$ cat config.mk
export PLATFORM = sky130hd
export DESIGN_NAME = tcgr_csr
export DESIGN_NICKNAME = d
export VERILOG_FILES = /design/src/tcgr_pkg.sv /design/src/tcgr_csr.sv
export SDC_FILE = /design/constraint.sdc
export NUM_CORES = 1
export LEC_CHECK = 0
export BUFFER_PORTS_ARGS = -buffer_cell sky130_fd_sc_hd__buf_2
export CAP_MARGIN = 20
export CORE_MARGIN = 5
export CORE_UTILIZATION = 35
export DETAILED_ROUTE_END_ITERATION = 10
export REMOVE_ABC_BUFFERS = 1
export SYNTH_ARGS = -nofsm -noshare
export SYNTH_HDL_FRONTEND = slang
export SYNTH_SLANG_ARGS = --single-unit
$ cat constraint.sdc
create_clock -name clock -period 1.6 [get_ports clock]
set_input_delay 0.32 -clock clock [delete_from_list [all_inputs] [get_ports clock]]
set_output_delay 0.32 -clock clock [all_outputs]
set_load 0.02 [all_outputs]
$ cat src/tcgr_pkg.sv
// ============================================================================
// Text console glyph renderer package
// Font geometry, word formats, register map and state codes of the renderer.
// ============================================================================
`timescale 1ns / 1ps
`default_nettype none

package tcgr_pkg;

   // Font geometry.
   localparam int GLYPH_WIDTH  = 8;
   localparam int GLYPH_HEIGHT = 16;
   localparam int GLYPH_COUNT  = 256;

   localparam int STORE_DEPTH = GLYPH_COUNT * GLYPH_HEIGHT;
   localparam int STORE_AW    = $clog2(STORE_DEPTH);
   localparam int ROW_CNT_W   = 5;

   localparam logic [7:0] NEWLINE_CODE = 8'd10;
   localparam logic [7:0] WIDTH_MASK   = 8'((1 << GLYPH_WIDTH) - 1);

   // Input word kinds.
   localparam logic KIND_LOAD = 1'b0;
   localparam logic KIND_PUT  = 1'b1;

   // Configuration port.
   localparam int CSR_AW      = 6;
   localparam int CSR_DW      = 64;
   localparam int CSR_SEL_LSB = 3;

   localparam logic [47:0] BASE_ADDRESS_RESET = 48'd0;
   localparam logic [15:0] LINE_PITCH_RESET   = 16'd4096;
   localparam logic [15:0] LEFT_START_RESET   = 16'd0;
   localparam logic [15:0] WRAP_LIMIT_RESET   = 16'd1016;
   localparam logic [15:0] TOP_START_RESET    = 16'd0;
   localparam logic [31:0] DRAW_COLOR_RESET   = 32'h00FF_FFFF;

   typedef enum logic [2:0] {
      REG_BASE_ADDRESS = 3'd0,
      REG_LINE_PITCH   = 3'd1,
      REG_LEFT_START   = 3'd2,
      REG_WRAP_LIMIT   = 3'd3,
      REG_TOP_START    = 3'd4,
      REG_DRAW_COLOR   = 3'd5
   } reg_index_type;

   typedef struct packed {
      logic        kind;
      logic [7:0]  char_code;
      logic [4:0]  glyph_row;
      logic [7:0]  row_bits;
   } req_type;

   typedef struct packed {
      logic [47:0] pixel_address;
      logic [7:0]  pixel_mask;
      logic [31:0] color;
      logic        last;
   } rsp_type;

   typedef struct packed {
      logic [47:0] base_address;
      logic [15:0] line_pitch;
      logic [15:0] left_start;
      logic [15:0] wrap_limit;
      logic [15:0] top_start;
      logic [31:0] draw_color;
   } cfg_type;

   // Cursor overrides that come with writes of the start registers.
   typedef struct packed {
      logic        left_wr;
      logic        top_wr;
      logic [15:0] value;
   } cursor_load_type;

   typedef enum logic [1:0] {
      ST_IDLE,
      ST_SETUP,
      ST_OFFSET,
      ST_ROWS
   } state_type;

   // Glyph store entry of one row of one glyph.
   function automatic logic [STORE_AW-1:0] store_index(input logic [7:0] code,
                                                       input logic [ROW_CNT_W-1:0] row);
      logic [STORE_AW-1:0] idx;
      idx = STORE_AW'(code) * STORE_AW'(GLYPH_HEIGHT) + STORE_AW'(row);
      return idx;
   endfunction

endpackage

`default_nettype wire

$ cat src/tcgr_csr.sv
// ============================================================================
// Configuration registers
// Register file behind the APB-style port, with cursor load strobes.
// ============================================================================
`timescale 1ns / 1ps
`default_nettype none

module tcgr_csr (
   input  wire logic                        clock,
   input  wire logic                        reset,
   input  wire logic                        csr_psel,
   input  wire logic                        csr_penable,
   input  wire logic                        csr_pwrite,
   input  wire logic [tcgr_pkg::CSR_AW-1:0] csr_paddr,
   input  wire logic [tcgr_pkg::CSR_DW-1:0] csr_pwdata,
   output      logic [tcgr_pkg::CSR_DW-1:0] csr_prdata,
   output      logic                        csr_pready,
   output      tcgr_pkg::cfg_type           cfg,
   output      tcgr_pkg::cursor_load_type   cursor_load
);

   tcgr_pkg::cfg_type cfg_ff, cfg_in;
   logic              wr_strobe;
   logic [2:0]        sel;

   assign csr_pready = 1'b1;
   assign wr_strobe  = csr_psel && csr_penable && csr_pwrite;
   assign sel        = csr_paddr[tcgr_pkg::CSR_AW-1:tcgr_pkg::CSR_SEL_LSB];

   always_comb begin
      cfg_in              = cfg_ff;
      cursor_load.left_wr = 1'b0;
      cursor_load.top_wr  = 1'b0;
      cursor_load.value   = csr_pwdata[15:0];
      if (wr_strobe) begin
         unique case (sel)
            tcgr_pkg::REG_BASE_ADDRESS: cfg_in.base_address = csr_pwdata[47:0];
            tcgr_pkg::REG_LINE_PITCH:   cfg_in.line_pitch   = csr_pwdata[15:0];
            tcgr_pkg::REG_LEFT_START: begin
               cfg_in.left_start   = csr_pwdata[15:0];
               cursor_load.left_wr = 1'b1;
            end
            tcgr_pkg::REG_WRAP_LIMIT:   cfg_in.wrap_limit   = csr_pwdata[15:0];
            tcgr_pkg::REG_TOP_START: begin
               cfg_in.top_start   = csr_pwdata[15:0];
               cursor_load.top_wr = 1'b1;
            end
            tcgr_pkg::REG_DRAW_COLOR:   cfg_in.draw_color   = csr_pwdata[31:0];
            default: ;
         endcase
      end
   end

   always_ff @(posedge clock) begin
      if (reset) begin
         cfg_ff.base_address <= tcgr_pkg::BASE_ADDRESS_RESET;
         cfg_ff.line_pitch   <= tcgr_pkg::LINE_PITCH_RESET;
         cfg_ff.left_start   <= tcgr_pkg::LEFT_START_RESET;
         cfg_ff.wrap_limit   <= tcgr_pkg::WRAP_LIMIT_RESET;
         cfg_ff.top_start    <= tcgr_pkg::TOP_START_RESET;
         cfg_ff.draw_color   <= tcgr_pkg::DRAW_COLOR_RESET;
      end else begin
         cfg_ff <= cfg_in;
      end
   end

   always_comb begin
      unique case (sel)
         tcgr_pkg::REG_BASE_ADDRESS: csr_prdata = 64'(cfg_ff.base_address);
         tcgr_pkg::REG_LINE_PITCH:   csr_prdata = 64'(cfg_ff.line_pitch);
         tcgr_pkg::REG_LEFT_START:   csr_prdata = 64'(cfg_ff.left_start);
         tcgr_pkg::REG_WRAP_LIMIT:   csr_prdata = 64'(cfg_ff.wrap_limit);
         tcgr_pkg::REG_TOP_START:    csr_prdata = 64'(cfg_ff.top_start);
         tcgr_pkg::REG_DRAW_COLOR:   csr_prdata = 64'(cfg_ff.draw_color);
         default:                    csr_prdata = '0;
      endcase
   end

   assign cfg = cfg_ff;

endmodule

`default_nettype wire

# Word level (Yosys, flattened, before mapping)
# Index checks and enable logic that the tools add are counted.
[op_classes]
mux = 4
eq_ne = 5
n_reduce_logical = 9
[ops]
columns = ["cell", "n"]
rows = [
  ["$pmux W48 S6", 1],
  ["$reduce_and A2 Y1", 6],
  ["$eq A3 B2 Y1 const B", 2],
  ["$eq A3 B3 Y1 const B", 2],
  ["$eq A3 B1 Y1 const B", 1],
  ["$logic_not A3 Y1", 1],
  ["$logic_and A1 B1 Y1", 2],
  ["$mux W1", 2],
  ["$mux W2", 1],
]
[word_totals]
output_inout_bits = 227
wordCells = 24
register_bits = 144
input_bits = 75

# Depth between registers and ports, before layout
[logic_depth]
word_depth = 3
ltp_mapped = 7
depth_no_buf = 3

# Least setup slack after synthesis
# Ideal clock, no wire load.
[synth_path]
path_kind = "in2out"
startpoint = "input port csr_paddr[5] in the netlist's numbering"
endpoint = "output port csr_prdata[0] in the netlist's numbering"
setup_slack_ns = -0.288
t_required_ns = 1.280
arrival_ns = 1.568
stages = 5
path_buffers = 2
cell_sequence = "buf_2 buf_4 nor2b_1 a22oi_1 o21ai_0"
[synth_via]
elab_chain_len = 2
word_cells_on_any_way = 7
cone_classes = "eq/ne (5); mux (1); reduce/logical (1)"
[synth_rtl]
columns = ["element", "line", "source"]
rows = [
  ["start: declaration", "tcgr_csr.sv:14", "input wire logic [tcgr_pkg::CSR_AW-1:0] csr_paddr,"],
  ["$eq A3 B3 Y1, or another cell as far along", "tcgr_csr.sv:68", "unique case (sel)"],
  ["$pmux W48 S6 *", "tcgr_csr.sv:68", ""],
  ["end: declaration", "tcgr_csr.sv:16", "output logic [tcgr_pkg::CSR_DW-1:0] csr_prdata,"],
]
# Every way passes the cells marked *; elsewhere a longest branch is shown, timed or not.

# Final worst setup path
[layout_path]
startpoint = "register cfg_ff (netlist bit cfg[98])"
endpoint = "output port csr_prdata[2] in the netlist's numbering"
[layout_via]
elab_chain_len = 1
[layout_rtl]
columns = ["element", "line", "source"]
rows = [
  ["start: declaration", "tcgr_csr.sv:22", "tcgr_pkg::cfg_type cfg_ff, cfg_in;"],
  ["start signal: assignment", "tcgr_csr.sv:63", "cfg_ff <= cfg_in;"],
  ["$pmux W48 S6", "tcgr_csr.sv:68", ""],
]
# Every way passes these cells.

==> impl_results.md <==
* Startpoint class of the critical path: register
* Crit path max-delay cell type: mux4_2
* Ant. Diodes at 0
* Top post-synthesis cells by area: dfxtp_1 (41%), mux2i_1 (12%), nand2b_1 (6.3%)
* Die width at 152 µm
* DP HPWL at 17400 µm
* CTS tree: done
* Synth async-reset ratio at 0
* Setup TNS at -3.73 ns
* Share of layout cells above drive strength 1 at 0.470
* Synth area leader: dfxtp_1
* Post-layout min period at between 1.5 and 2 ns
* Final Hold Fails at 0
* Post-Syn Instances at 793
* Vias per cell at roughly 5.1
* Post-synth cell types at 38
* Fin cells at around 1400
* Peak VDD IR at roughly 0.0007 V
* Post-DP Area at 8950 µm²
* CTS Buf Count at 17
* Clock root cell: clkbuf_16
* Worst setup path category: register to output pin
* Final instance area at 10600 µm²
* Die ar. at ~23000 µm²
* Total wire length at 25900 µm
* Dpl cells at 1303
* Fin worst setup slack at -0.241 ns
* Pin count of the biggest net entering global routing at 61
* Layout area overhead at 50.2%
* Worst Setup End Kind: output pin
* Critical path peak fanout at 2
* Main synth FF type: dfxtp_1
* Max FFs per register at 144
* CTS clk-pin slew, worst paths at 0.06 ns
* RSZ-0062 raised after global routing: true
* Setup Skew at 0 ns
* Total global routing overflow at 0
* Number of enable flip-flop cells after synthesis at 0
* WHS at between 0.15 and 0.2 ns
* Failing checks: setup timing
* Drt pass-1 iters at 5
* Port bufs at 265
* Slew Viols, Final at 0
* Worst-skew pair later-pin latency at just over 0.4 ns
* Hold Buf Count CTS at 0
* Drt wl/cell at 18.8 µm
* Post-synthesis sequential area ratio at 0.407
* Status: complete, but fails checks
* DRC errors left at 0
* Vias in the first global route at 6894
* H-tree depth at 4
* Initial cell density of the core at 0.353
* Post-DRT Antenna Nets at 0
* Register bit total from synthesis at 144
* Number of I/O pins at approximately 300
* Die height at 152 µm
* Final GP Congestion at 0.828
* Total GRT Usage at 0.212
* Critical-path cell list: mux4_2 > a22o_1 > buf_6
* FMAX at between 500 and 600 MHz
* Static Leak at ~0.005 µW
* CP Data Arrival Time at 1.52 ns
* CTS Sinks at 144
* Final setup violation count at 40
* Max-cap violations at 0
* Mapped Area at 7080 µm²
* Slowest stage delay, CP at ~0.45 ns
* Row count at 52
* Synth top area share at 0.407
* Req. time, crit path at 1.28 ns
* Vias post-DR at 7067
* Clock tree buffer depth at 2
* CORE AREA at 20000 µm²
* Syn_area_per_cell at a little under 9 µm²
* Ys Warns at 0
* PwrDens at 857 nW/µm²
* Final period utilization at 1.15
* DR iter-0 viols at between 300 and 400
* Tightest Hold Check Type: input pin to register
* Nets at 1172
* Initial antenna violation count at 0
* Pwr Total at 9110 µW
* First-pass GRT wire length at just under 40000 µm
critical path: cells and delay by family, from the launching register on:
kind                   cells  cell delay [ns]
multiplexers               1             0.45
flip-flops                 1             0.32
AO/OA/AOI/OAI              1             0.21
buffers and inverters      1             0.13
synthesized netlist by cell type, drive strengths merged (7+ instances only):
library cell	n
dfxtp	144
clkbuf	39
a32oi	9
nand2b	71
mux2i	82
a22o	20
and3	16
inv	7
nand3	65
mux2	25
nor2	59
buf	70
a21oi	68
a22oi	12
o21ai	73
power by group:
part / leakage [µW] / internal, µW / total, µW / switching (µW)
Combinational: 0.00357 / 505 / 1150 / 649
Sequential: 0.00118 / 3610 / 3630 / 21.0
Clock: 0.000314 / 2790 / 4320 / 1520
Total: 0.00506 / 6910 / 9110 / 2190
per-stage QoR:
step | util | setup slack, ns
5_1_grt | 0.530 | -0.302
4_1_cts | 0.516 | -0.267
2_1_floorplan | - | -1.96
3_5_place_dp | 0.447 | -0.402
3_3_place_gp | 0.447 | -0.392
6_report | 0.530 | -0.241
layer usage:
| metal | track usage | wire, µm | vias up |
|---|---|---|---|
| met5 | 0 | 0 | - |
| met4 | 0.0664 | 544 | 0 |
| met3 | 0.0523 | 1740 | 36 |
| met2 | 0.349 | 12400 | 293 |
| met1 | 0.274 | 11200 | 3374 |
| li1 | - | - | 3364 |
path summary, 6_finish.rpt:
| path | from | end | slack (ns) | depth (start not counted) |
|---|---|---|---|---|
| hold / removal | csr_pwdata[43] | cfg[139]$_SDFFE_PP0P_ | 0.15 | 3 |
| setup reg to reg | cfg[31]$_SDFFE_PP0P_ | cfg[31]$_SDFFE_PP0P_ | 0.82 | 2 |
| setup / recovery | cfg[98]$_SDFFE_PP0P_ | csr_prdata[2] | -0.24 | 3 |
| hold reg to reg | cfg[84]$_SDFFE_PP0P_ | cfg[84]$_SDFFE_PP0P_ | 0.48 | 2 |
cell usage in the layout (no fill, tap or decap), types with 19 or more instances in the layout:
cell and n:
a21oi_1 67, a22o_1 20, buf_12 25, buf_2 212, buf_4 101, buf_6 29
clkbuf_16 20, dfxtp_1 102, dfxtp_2 42, mux2_2 19, mux2i_1 81, nand2b_1 70
nand3_1 65, nor2_1 56, o21ai_0 61
final cells by class:
cell class	instances	area, µm²
fillers	1904	9410
well taps	270	338
flip-flops and latches	144	2940
inverters	7	26.3
clock inverters	11	188
multi-input cells	548	3790
repair buffers	379	2900
clock buffers	20	447
what timing repair did:
| action | in CTS | in global routing |
|---|---|---|
| resized for setup | 149 | 56 |
| cloned | 3 | 3 |
| pin swaps | 10 | 11 |
| setup buffers | 33 | 8 |
| endpoints found under the setup margin | 50 | 49 |
kinds of logic (layout without fill, tap and decap cells):
group,Yosys count,in the layout,synth area share
and+or+nand+nor,231,231,0.176
AOI/OAI and AO/OA,192,192,0.161
DFF,144,144,0.407
buffers and inverters,116,417,0.0953
muxes,108,108,0.159
other,2,17,0.00106
No activity file was read; power rests on OpenSTA's default activity.
